**config.mk**
```make
export PLATFORM = sky130hd
export DESIGN_NAME = xfd_ram
export DESIGN_NICKNAME = d
export VERILOG_FILES = /design/src/hw/rtl/xfd_ram.sv
export SDC_FILE = /design/constraint.sdc
export NUM_CORES = 2
export LEC_CHECK = 0
export BUFFER_PORTS_ARGS = -buffer_cell sky130_fd_sc_hd__buf_2
export CORE_UTILIZATION = 65
export CTS_CLUSTER_DIAMETER = 60
export DETAILED_ROUTE_END_ITERATION = 8
export MAX_ROUTING_LAYER = met4
export PLACE_DENSITY_LB_ADDON = 0.2
export SLEW_MARGIN = 20
export SYNTH_ARGS = -nofsm -noshare
export SYNTH_HDL_FRONTEND = slang
export SYNTH_SLANG_ARGS = --single-unit
```
**constraint.sdc**
```tcl
create_clock -name clock -period 4 [get_ports clock]
set_clock_uncertainty 0.15 [all_clocks]
set_input_delay 0 -clock clock [delete_from_list [all_inputs] [get_ports clock]]
set_output_delay 0 -clock clock [all_outputs]
set_load 0.02 [all_outputs]
```
**src/hw/rtl/xfd_ram.sv**
```systemverilog
`timescale 1ns / 1ps
// ----------------------------------------------------------------------------
// Generic simple dual-port RAM
// One write port, one read port with registered read data.
// ----------------------------------------------------------------------------
module xfd_ram #(
   parameter int WIDTH = 8,
   parameter int DEPTH = 512,
   localparam int AW = (DEPTH > 1) ? $clog2(DEPTH) : 1
) (
   input  logic             clock,
   input  logic             wr_en,
   input  logic [AW-1:0]    wr_addr,
   input  logic [WIDTH-1:0] wr_data,
   input  logic             rd_en,
   input  logic [AW-1:0]    rd_addr,
   output logic [WIDTH-1:0] rd_data
);

   logic [WIDTH-1:0] mem [DEPTH];
   logic [WIDTH-1:0] rd_data_ff;

   // write and registered read
   always_ff @(posedge clock) begin
      if (wr_en) begin
         mem[wr_addr] <= wr_data;
      end
      if (rd_en) begin
         rd_data_ff <= mem[rd_addr];
      end
   end

   assign rd_data = rd_data_ff;

endmodule

```
Word-level counts from Yosys, hierarchy flattened:

Memory sizes are Yosys's and may differ from the RTL's. A register that Yosys moved wholly into a read port is not among the register bits.
Index checks and enable logic that the tools add are counted.

* register bits: 0
* latch bits: 0
* RAM bits: 4096
* memory bits (read-only): 0
* input port bits: 29
* output and inout port bits: 8
* word-level logic and storage cells: 3
* memories kept: 1

* add/sub/neg operators: 0
* multiply operators: 0
* divide/modulo/power cells: 0
* $lt $le $gt $ge: 0
* equality and inequality tests: 0
* shifts and indexed selects: 0
* mux-type cells: 2
* bitwise logic cells: 0
* reduce and logical (&&, ||, !) cells: 0

Memory list
* mem: words 512, width 8, rd ports 1, clocked after Yosys merged registers in 1, wr ports 1, line 20 `logic [WIDTH-1:0] mem [DEPTH];`

Operator list (number)
* $mux 1: 2

Logic depth before layout (Yosys ltp):

* depth in word-level cells: 2
* depth in mapped cells: 12
* depth with buffers taken out: 7

Worst setup path before layout:

No wires, ideal clock.

* kind: input port to flip-flop
* start point: input rd_addr[0]
* end point: register rd_data_ff[0] (netlist: rd_data[0]) (read register of mem), data pin
* library setup time: 0.257 ns
* data arrival time: 1.854 ns
* required time: 3.593 ns
* slack: 1.739 ns
* stages on the path: 10
* path buffers: 4
* cell sequence: buf_4 > buf_12 > buf_12 > buf_2 > mux4_2 > o21ai_0 > nand3_1 > nand4_1 > o21ai_0 > o2111a_1

RTL lines
* start, declared: line 16 `input logic [AW-1:0] rd_addr,`
* end, declared: line 21 `logic [WIDTH-1:0] rd_data_ff;`

==> flow_metrics.tcl <==
set metrics [dict create \
    status "finished, final reports clean" \
    critPathRequiredTime_ns 4.57 \
    htreeDepth 5 \
    portBuffers 36 \
    synth.avg_cell_area_um2 19.9 \
    dp.cells 11400 \
    track_usage 0.349 \
    grt_max_degree 152 \
    fin_crit_ns 3.82 \
    dp_hpwl_um 254000 \
    synth.net_count 8059 \
    core_um2 244000 \
    yosys.area_share.simple 0.0263 \
    floorplan.rows 181 \
    die_y_um 498 \
    yosysWarnings 0 \
    synth_xor_area_frac 0 \
    crit_path_start "rd_addr[2]" \
    vias_per_cell 7.06 \
    multi_input_area_um2 34100 \
    end_kind "flip-flop" \
    clk_pin_slew_worst_paths_ns 0.06 \
    synthMuxAreaShare 0.142 \
    fmax_mhz 262 \
    die_w_um 498 \
    clock_latency_ns 0.99 \
    hold_start "wr_data[4]" \
    placed_cell_area_um2 168000 \
    rsz0062_at_grt "false" \
    reg2reg_from "mem[283][0]" \
    cts_root_buf "clkbuf_16" \
    floorplan.initialDensity 0.656 \
    firstDrtPassIters 6 \
    relSlewSlack 0.187 \
    dr_total_vias 86100 \
    ios 37 \
    hold_ws_ns 0.0145 \
    first_iter_violations 13100 \
    crit_type "in -> reg" \
    area_delta_synth_final_pct 13.1 \
    ys_types 50 \
    dieArea_um2 248000 \
    synthTopCellsByArea "edfxtp_1, mux4_2, mux2i_1, o221ai_1, nor2_1" \
    cp-start-kind "primary input" \
    fin_cells 12200 \
    routedWlPerCell_um 34.2 \
    ys_async_sr_fraction 0 \
    cts_tree "done" \
    slew_viol_final 0 \
    cts_sinks 4104 \
    power_w 0.0887 \
    synth_adder_area_share 0 \
    globalplace.congestion 0.982 \
    cp.arrival_ns 4.39 \
    seq_area_frac_synth 0.770 \
    synth_edf_count 4104 \
    grt_pass1_vias 85100 \
    design_area_um2 181000 \
    synthesis.area_um2 160000 \
    cellPowerDensity_nw_per_um2 490 \
    utilization 0.742 \
    yosysMostFrequentCell "edfxtp_1" \
    grt_pass1_wl_um 600000 \
    cts_buffer_depth 4 \
    fin_nets 8709 \
    ff2ff_setup_slack_ns 0.41 \
    layout-drive-gt1-share 0.219 \
    synth-seq-cells 4104 \
    post-route-period-util 0.955 \
    regArea_um2 123000 \
    setup_viol 0 \
    hold_viol_final 0 \
    synthTopCellsByCount "edfxtp_1, mux2i_1, mux4_2" \
    route.antenna.remaining_nets 0 \
    cts_buffers 407 \
    worst_pin_slew_ns 1.22 \
    grt-ovfl-total 0 \
    synth_top_cell_by_area "edfxtp_1" \
    hp-class "in -> reg" \
    synth_compound_area_frac 0.0431 \
    ys.flop_type "edfxtp_1" \
    synth_cells 8030 \
    synth.top_cell.area_share 0.770 \
    synth_top_family_by_area "multiplexers" \
    power.leakage_nw 58.7 \
    ir_worst_vdd_uv 522 \
    post-route-drc-count 0 \
    nFillCells 13300 \
    path_max_fanout 38 \
    maxCapViolations 0 \
    finalWirelength_um 417000 \
    antenna_found_initial 24 \
]
-- stage by stage --
step                      setup TNS, ns  worst slack (ns)
final                                 0             0.179
after global routing                  0             0.136
after CTS                             0             0.277
after detailed placement         -0.133            -0.133
after global placement            -1.43            -0.402
after floorplan                       0              1.74
-- worst max-delay path, stage by stage --
cell and delay, ns:
dlygate4sd3_1 0.64, buf_6 0.28, nand2b_4 0.32, buf_4 0.24, buf_12 0.24, buf_4 0.38
o221ai_1 0.27, o21ai_0 0.61, nor3_1 0.12, nand4_1 0.47, nand2_1 0.35, o2111a_1 0.33
-- final timing paths --
check                           cells after the start         end
worst max-delay path                               12  rd_data[3]
worst min-delay path                                2  mem[70][4]
worst max register to register                      8  rd_data[0]
worst min register to register                      5  rd_data[2]
-- flip-flops by register name, indices dropped and copies added, names as in the netlist --
register,flops
rd_data,8
mem,4096
-- kinds of logic after synthesis --
group | after synthesis
flip-flops | 4104
buffers and inverters | 516
AO/OA/AOI/OAI | 979
AND/OR/NAND/NOR | 980
multiplexers | 1451
-- layout by cell type, fill, tap and decap left out, types with 5 or more instances in the layout --
| cell | count |
|---|---|
| clkbuf_1 | 94 |
| a22oi_1 | 61 |
| clkinv_2 | 64 |
| mux4_2 | 654 |
| o221ai_1 | 371 |
| dlygate4sd3_1 | 29 |
| nor3_1 | 108 |
| edfxtp_1 | 4104 |
| clkinv_1 | 82 |
| a211oi_1 | 17 |
| mux2i_1 | 797 |
| diode_2 | 20 |
| o22ai_1 | 163 |
| buf_12 | 89 |
| buf_8 | 10 |
| nor4_1 | 29 |
| o31ai_1 | 13 |
| nand3_1 | 32 |
| clkbuf_16 | 415 |
| nand2_4 | 12 |
| nor4_2 | 7 |
| a21oi_1 | 194 |
| o2111a_1 | 8 |
| clkinvlp_4 | 8 |
| nand2_1 | 98 |
| buf_2 | 27 |
| o21ai_0 | 118 |
| nor2_1 | 596 |
| buf_4 | 598 |
| clkinv_4 | 5 |
| or3_1 | 6 |
| and2_1 | 19 |
| o41ai_2 | 7 |
| nand4_1 | 32 |
| o311ai_0 | 5 |
| bufinv_16 | 35 |
| nor3b_1 | 7 |
| a22o_1 | 5 |
-- layer usage --
metal  vias up  wire, um  GRT usage  share of wire
met5         -         0          -              0
met2      6148    195000      0.513           0.47
met3       991     52400     0.0820           0.13
met4         0     18200      0.135          0.044
li1      34800         -          -              -
met1     44200    152000      0.482           0.36
-- where the power goes --
| group | switching (W) | internal [W] | total (W) | leakage, nW |
|---|---|---|---|---|
| Sequential | 0.0000503 | 0.0474 | 0.0474 | 36.9 |
| Combinational | 0.00300 | 0.00148 | 0.00448 | 15.7 |
| Clock | 0.0156 | 0.0212 | 0.0368 | 6.18 |
| Total | 0.0186 | 0.0700 | 0.0887 | 58.7 |
-- final cells by class --
class	instances	area share
antenna	20	0.000277
clock buffer	509	0.0594
clock inverter	203	0.0105
inverter	3	0.000104
multi-input combinational	3410	0.188
sequential	4104	0.681
tap	3202	0.0221
timing repair buffer	754	0.0379
-- repair_timing --
| item | in CTS | in global routing |
|---|---|---|
| buffers inserted | 0 | 0 |
| hold buffers | 29 | 0 |
| gates resized for setup | 0 | 0 |
| setup endpoints to repair | 0 | 0 |
| hold endpoints to repair | 5147 | 0 |
Note: power is estimated with default switching activity, not from simulation.
