<file path="config.mk">
export PLATFORM = sky130hd
export DESIGN_NAME = xfd_blend
export DESIGN_NICKNAME = d
export VERILOG_FILES = /design/src/hw/rtl/xfd_pkg.sv /design/src/hw/rtl/xfd_blend.sv
export SDC_FILE = /design/constraint.sdc
export NUM_CORES = 1
export LEC_CHECK = 0
export BUFFER_PORTS_ARGS = -buffer_cell sky130_fd_sc_hd__buf_2
export CAP_MARGIN = 30
export CORE_UTILIZATION = 50
export CTS_BUF_LIST = sky130_fd_sc_hd__clkbuf_4 sky130_fd_sc_hd__clkbuf_8
export CTS_CLUSTER_SIZE = 10
export DETAILED_ROUTE_END_ITERATION = 10
export GPL_ROUTABILITY_DRIVEN = 0
export PLACE_DENSITY = 0.84
export SYNTH_ARGS = -nofsm -noshare
export SYNTH_HDL_FRONTEND = slang
export SYNTH_SLANG_ARGS = --single-unit
</file>
<file path="constraint.sdc">
create_clock -name clock -period 5.7 [get_ports clock]
set_input_delay 0.285 -clock clock [delete_from_list [all_inputs] [get_ports clock]]
set_output_delay 0.285 -clock clock [all_outputs]
set_load 0.02 [all_outputs]
</file>
<file path="src/hw/rtl/xfd_pkg.sv">
`timescale 1ns / 1ps
// ----------------------------------------------------------------------------
// Cross-fader package
// Shared constants, command codes, sweep operations and memory word layouts.
// ----------------------------------------------------------------------------
package xfd_pkg;

   // default and largest channel count
   localparam int CHANNELS_DEFAULT = 512;
   localparam int CHANNELS_MAX     = 512;

   // stream widths (bytes filled up with zeros)
   localparam int REQ_DATA_W = 56;
   localparam int REQ_USER_W = 2;
   localparam int RSP_DATA_W = 24;

   // fade timing in milliseconds
   localparam int unsigned FADE_MS  = 500;
   localparam int unsigned FRAME_MS = 25;

   // step = floor(prod / 500) = floor((prod >> 2) / 125), done as a
   // multiply by a rounded-up reciprocal; exact for prod below 127500
   localparam int unsigned FADE_QUARTER = FADE_MS / 4;
   localparam int unsigned RECIP_SHIFT  = 22;
   localparam int unsigned RECIP_MUL    =
      ((32'd1 << RECIP_SHIFT) + FADE_QUARTER - 1) / FADE_QUARTER;

   // input item kinds
   typedef enum logic [1:0] {
      CMD_STAGE  = 2'd0,
      CMD_COMMIT = 2'd1,
      CMD_TICK   = 2'd2,
      CMD_READ   = 2'd3
   } cmd_type;

   // what a sweep does to every channel
   typedef enum logic [1:0] {
      OP_COMMIT_JUMP = 2'd0,
      OP_COMMIT_RAMP = 2'd1,
      OP_TICK_END    = 2'd2,
      OP_TICK_BLEND  = 2'd3
   } sweep_op_type;

   // sweep pipeline control
   typedef struct packed {
      logic         valid;
      sweep_op_type op;
   } sweep_ctl_type;

   // one entry of the level memory
   typedef struct packed {
      logic [7:0] target;
      logic [7:0] start;
      logic [7:0] current;
   } level_word_type;

   // one entry of the staging memory
   typedef struct packed {
      logic       mark;
      logic [7:0] level;
   } staged_word_type;

endpackage

</file>
<file path="src/hw/rtl/xfd_blend.sv">
`timescale 1ns / 1ps
// ----------------------------------------------------------------------------
// Cross-fader channel update pipeline
// Takes one channel's memory words a cycle and produces its new level word:
// commit load, fade end or linear interpolation over the elapsed time.
// ----------------------------------------------------------------------------
module xfd_blend #(
   parameter int AW = 9
) (
   input  logic                     clock,
   input  logic                     reset,
   input  xfd_pkg::sweep_ctl_type   in_ctl,
   input  logic [AW-1:0]            in_addr,
   input  logic [8:0]               elapsed,
   input  xfd_pkg::level_word_type  lvl_word,
   input  xfd_pkg::staged_word_type stg_word,
   output xfd_pkg::sweep_ctl_type   wr_ctl,
   output logic [AW-1:0]            wr_addr,
   output xfd_pkg::level_word_type  wr_word
);

   xfd_pkg::level_word_type word_n;
   logic [7:0]              new_target;
   logic                    rising;
   logic [7:0]              diff;
   logic [16:0]             prod;

   xfd_pkg::sweep_ctl_type  ctl1_ff;
   logic [AW-1:0]           addr1_ff;
   xfd_pkg::level_word_type word1_ff;
   logic                    rise1_ff;
   logic [16:0]             prod1_ff;

   xfd_pkg::sweep_ctl_type  ctl2_ff;
   logic [AW-1:0]           addr2_ff;
   xfd_pkg::level_word_type word2_ff;
   logic                    rise2_ff;
   logic [30:0]             qmul2_ff;

   logic [7:0]              step;
   logic [7:0]              blended;

   // first stage: select new words, form |target - start| * elapsed
   always_comb begin
      new_target = stg_word.mark ? stg_word.level : lvl_word.current;
      word_n     = lvl_word;
      case (in_ctl.op)
         xfd_pkg::OP_COMMIT_JUMP: begin
            word_n.target  = new_target;
            word_n.start   = lvl_word.current;
            word_n.current = new_target;
         end
         xfd_pkg::OP_COMMIT_RAMP: begin
            word_n.target  = new_target;
            word_n.start   = lvl_word.current;
         end
         xfd_pkg::OP_TICK_END: begin
            word_n.current = lvl_word.target;
         end
         default: begin
            word_n = lvl_word;
         end
      endcase
      rising = lvl_word.target >= lvl_word.start;
      diff   = rising ? (lvl_word.target - lvl_word.start)
                      : (lvl_word.start - lvl_word.target);
      prod   = 17'(diff * elapsed);
   end

   // advance the two pipeline registers
   always_ff @(posedge clock) begin
      if (reset) begin
         ctl1_ff.valid <= 1'b0;
         ctl2_ff.valid <= 1'b0;
      end else begin
         ctl1_ff.valid <= in_ctl.valid;
         ctl2_ff.valid <= ctl1_ff.valid;
      end
      ctl1_ff.op <= in_ctl.op;
      addr1_ff   <= in_addr;
      word1_ff   <= word_n;
      rise1_ff   <= rising;
      prod1_ff   <= prod;

      ctl2_ff.op <= ctl1_ff.op;
      addr2_ff   <= addr1_ff;
      word2_ff   <= word1_ff;
      rise2_ff   <= rise1_ff;
      qmul2_ff   <= 31'(prod1_ff[16:2] * 16'(xfd_pkg::RECIP_MUL));
   end

   // last stage: apply the truncated step toward the target
   always_comb begin
      step    = qmul2_ff[29:22];
      blended = rise2_ff ? (word2_ff.start + step) : (word2_ff.start - step);
      wr_word = word2_ff;
      if (ctl2_ff.op == xfd_pkg::OP_TICK_BLEND) begin
         wr_word.current = blended;
      end
   end

   assign wr_ctl  = ctl2_ff;
   assign wr_addr = addr2_ff;

endmodule
</file>
Yosys cells after proc, flatten, opt, wreduce, memory -nomap -nowiden

Index checks and enable logic that the tools add are counted.
W data, S select, Z words.

Flip-flop bits (word level): 121
Output and inout bits: 36
Word-level logic and storage cells: 34

Add/sub/neg operators: 4
Multipliers: 2
Order comparisons: 1
Eq/ne operators: 3
Mux-type cells: 6
Reduce and logical (&&, ||, !) cells: 2

Operators with widths:

| operator                 | number |
|---|---|
| $mux W8                  | 4 |
| $mul A15 B16 Y30 const B | 1 |
| $sub A8 B8 Y8            | 3 |
| $mul A8 B9 Y17           | 1 |
| $mux W16                 | 1 |
| $pmux W8 S2              | 1 |
| $add A8 B8 Y8            | 1 |
| $ge A8 B8 Y1             | 1 |
| $eq A2 B2 Y1 const B     | 2 |
| $eq A2 B1 Y1 const B     | 1 |
| $logic_not A2 Y1         | 1 |
| $reduce_or A2 Y1         | 1 |

Depth between registers and ports, before layout

Depth after elaboration: 3
Mapped depth: 28
Depth with buffers taken out: 28

Worst setup path after synthesis

Ideal clock, no wire load.

Path kind: in2reg
From: input lvl_word[16] in the netlist's numbering
To: register prod1_ff[16]
Library setup time: 72 ps
Arrival: 5,989 ps
Slack: -361 ps
Stages on the path: 27
Buffers on the path: 0
Cell sequence: inv_1 > ha_1 > inv_1 > fa_1 > a21oi_1 > o211a_1 > o21ba_4 > inv_4 > a211o_1 > a31oi_4 > xnor2_2 > nand2_1 > fa_1 > fa_1 > inv_1 > fa_1 > inv_1 > fa_1 > inv_1 > ha_1 > a21oi_1 > nor2b_1 > o31ai_1 > a211oi_1 > a311o_1 > a21oi_1 > xnor2_1

Longest elaborated chain between the ends: 3
Elaborated cells between the ends (all ways): 5

RTL lines:

| what                 | RTL line        | source |
|---|---|---|
| from (decl)          | xfd_blend.sv:15 | `input xfd_pkg::level_word_type lvl_word,` |
| $ge A8 B8 Y1         | xfd_blend.sv:64 | `rising = lvl_word.target >= lvl_word.start;` |
| named net rising     | xfd_blend.sv:24 | `logic rising;` |
| $mux W8              | xfd_blend.sv:65 | `diff = rising ? (lvl_word.target - lvl_word.start)` |
| $mul A8 B9 Y17       | xfd_blend.sv:67 | `prod = 17'(diff * elapsed);` |
| named net prod[16]   | xfd_blend.sv:26 | `logic [16:0] prod;` |
| to (signal assigned) | xfd_blend.sv:83 | `prod1_ff <= prod;` |
| to (decl)            | xfd_blend.sv:32 | `logic [16:0] prod1_ff;` |

The timed path passes the listed nets, and every way through them passes these cells.
A chain may end at the register's enable or synchronous reset.

Worst setup path after layout

From: input lvl_word[8] in the netlist's numbering
To: register prod1_ff[16]

Longest elaborated chain between the ends: 3
Elaborated cells between the ends (all ways): 5

RTL lines:

| what                                  | RTL line        | source |
|---|---|---|
| $sub A8 B8 Y8 (tied with other cells) | xfd_blend.sv:66 | `: (lvl_word.start - lvl_word.target);` |
| $mux W8 (*)                           | xfd_blend.sv:65 |  |
| $mul A8 B9 Y17 (*)                    | xfd_blend.sv:67 |  |
| named net prod[16]                    | xfd_blend.sv:26 |  |

The timed path passes the listed nets; every way through them passes the cells marked *.

==> results_dict.tcl <==
set metrics [dict create \
    outcome "finished, violations left" \
    violations "negative setup slack" \
    antenna_found_initial 0 \
    root_buffer "clkbuf_8" \
    synth_edf_count 0 \
    mappedNetlistNets 1181 \
    fin_nets 1327 \
    startpoint_type "input pin" \
    synth-simple-area-share_pct 10.42 \
    synthFlopType "dfxtp_1" \
    maxCapViolCount 0 \
    synth-compound-area-share_pct 7.951 \
    synthMostInstantiatedCell "ha_1" \
    synth_commonest_cells "ha_1 (171), inv_1 (166), dfxtp_1 (97)" \
    avgSynthCellArea_sq_um 9.945 \
    dp.cells 1219 \
    grt_pass1_wl_mm 31.37 \
    finalClockSkew_ns 0.01659 \
    finalHoldViolCount 0 \
    synth.distinct_cells 61 \
    drtAntennaViolNets 0 \
    ioPinCount 92 \
    crit_required_ns 6.00 \
    synth_top_area_cell "ha_1" \
    synth_fa_ha_area_share_pct 42.76 \
    fmax_ghz 0.1749 \
    io_buffers 91 \
    grt_pass1_vias 6789 \
    drive_above_1_share_pct 22.12 \
    viasPerCell 5.189 \
    num_vias 6465 \
    seqCellArea_sq_um 1942 \
    rsz0062_at_grt "true" \
    rrSetupSlack_ns 0.46 \
    grt_util_all_layers_pct 22.25 \
    path_max_fanout 4 \
    synth_mux_area_share_pct 4.026 \
    rows 47 \
    initial_core_util_pct 51.92 \
    holdPathStages 1 \
    dp_hpwl_mm 15.59 \
    path_clk_slew_ns 0.11 \
    placed_cell_area_sq_um 9759 \
    worstSetupEndpointType "flop" \
    postSynthCellCount 875 \
    wl_mm 19.41 \
    hold_class "input pin to flop" \
    worstHoldStart "in_addr[0]" \
    chipHeight_microns 133.9 \
    htreeDepth 3 \
    r2r_end "qmul2_ff[29]" \
    grt_max_degree 26 \
    ys_seq_area_share_pct 22.31 \
    drtIter0Drc 315 \
    cp_data_arrival_time_ns 6.02 \
    multi_input_area_sq_um 6150 \
    reg2reg_depth 16 \
    n_fill_cell 1264 \
    tightest_slew_ns 0.4736 \
    stdcell_area_sq_um 10180 \
    stdcell_count 1246 \
    area_growth_pct 16.97 \
    min_to "addr1_ff[0]" \
    dieArea_sq_um 17940 \
    grt-ovfl-total 0 \
    final.period_utilization_pct 100.3 \
    core_area_sq_um 16760 \
    firstDrtPassIters 6 \
    fin_crit_ns 5.719 \
    cts_sinks 97 \
    die_w_microns 133.9 \
    setup_viol_count_final 1 \
    ys_ff_latch 97 \
    worst_hold_slack_ns 0.02013 \
    regToRegStartpoint "prod1_ff[15]" \
    synth_top_family_by_area "adder cells" \
    tritoncts "done" \
    async_reset_ff_share_pct 0 \
    drc 0 \
    synth_area_leaders "ha_1 (25%), dfxtp_1 (22%), fa_1 (18%)" \
    diodes 0 \
    cts_buffers 9 \
    yosysWarnings 0 \
    critPathKind "input pin to flop" \
    finalWorstSetupSlack_ns -0.01886 \
    yosys.area_share.xor_xnor_pct 3.695 \
    slew-limit-headroom_pct 67.61 \
    synth_area_sq_um 8702 \
    netlist.area_leader.share_pct 24.59 \
    wl_per_cell_microns 15.57 \
    clk_latency_ns 0.37 \
    slew_violations 0 \
    cts_buffer_depth 2 \
]
-- registers in the layout, indices dropped and copies added, names as in the netlist --
register and cells:
ctl1_ff 3, word2_ff 8, word1_ff 24, rise1_ff 1
wr_word 16, addr1_ff 9, prod1_ff 15, rise2_ff 1
wr_ctl 3, qmul2_ff 8, wr_addr 9
-- critical path, cell delays in order --
cell,delay (ns)
buf_4,0.13
buf_4,0.13
inv_1,0.06
ha_1,0.18
inv_1,0.06
fa_1,0.40
a21oi_2,0.17
nor2_1,0.07
o22ai_1,0.21
o2bb2ai_2,0.14
xor2_1,0.21
and2_1,0.22
fa_1,0.53
inv_1,0.05
fa_1,0.55
inv_2,0.04
fa_1,0.52
inv_1,0.05
fa_1,0.49
inv_2,0.05
ha_4,0.22
a21oi_2,0.12
nor2b_1,0.07
o31ai_2,0.36
a211oi_2,0.14
a311o_1,0.30
a21oi_2,0.14
xnor2_1,0.13
-- through the flow --
stage | util [%] | setup TNS (ns) | worst slack [ns]
floorplan | - | 0 | 0.01078
global placement | 58.23 | -0.6840 | -0.2598
detailed placement | 58.23 | -1.776 | -0.5144
CTS | 60.04 | 0 | 0.003417
global route | 60.73 | -0.4921 | -0.2290
finish | 60.73 | -0.01886 | -0.01886
-- logic make-up after synthesis --
family / Yosys count
flip-flops: 97
buffers and inverters: 188
multiplexers: 32
adder cells (fa/ha/maj): 250
AND/OR/NAND/NOR: 170
XOR/XNOR: 35
AO/OA/AOI/OAI: 103
-- how the worst max path moves through the flow --
stage          slack (ns)           end          from
2_1_floorplan        0.01  prod1_ff[16]  lvl_word[16]
3_3_place_gp        -0.26  prod1_ff[16]  lvl_word[16]
3_5_place_dp        -0.51  prod1_ff[16]  lvl_word[16]
4_1_cts             0.003  prod1_ff[16]  lvl_word[16]
5_1_grt             -0.23  prod1_ff[16]   lvl_word[8]
6_report            -0.02  prod1_ff[16]   lvl_word[8]
-- final cells by class --
cell class / instances / share of cell area, %
Multi-Input combinational cell: 590 / 60.42
Sequential cell: 97 / 19.08
Timing Repair Buffer: 156 / 9.527
Inverter: 167 / 6.208
Tap cell: 220 / 2.704
Clock buffer: 9 / 1.217
Clock inverter: 7 / 0.8482
-- cells in the final DEF, fill, tap and decap left out, types with 4 or more instances in the layout --
cell type / count
buf_2: 89
nor2b_1: 22
a21oi_1: 25
nand4_1: 5
o21a_1: 6
fa_1: 78
inv_1: 162
dfxtp_1: 97
clkbuf_8: 9
xnor2_1: 15
a21oi_2: 6
nor3_1: 6
nand3_1: 6
buf_4: 59
mux2_2: 19
xor2_1: 14
a21o_1: 10
nor2_1: 23
and2_1: 44
nand2_1: 39
o21ai_0: 27
xnor2_2: 4
ha_1: 168
nand2b_1: 4
dlygate4sd3_1: 7
mux2i_1: 10
-- timing repair --
item,CTS,global route
pin swaps,7,9
buffers inserted,1,3
gates cloned,0,0
endpoints found under the setup margin,2,5
endpoints found under the hold margin,7,0
gates resized for setup,2,20
hold buffers,7,0
-- routing by layer --
layer	track usage, %	routed length (microns)	up-vias
met5	0	0	-
met4	8.460	514	0
met2	39.26	9944	174
met3	4.271	885	42
met1	26.67	8061	3125
li1	-	-	3124
Power is left out: the tool's default activity adds up to more than one toggle a clock period on the data nets, which glitch-free logic cannot reach.
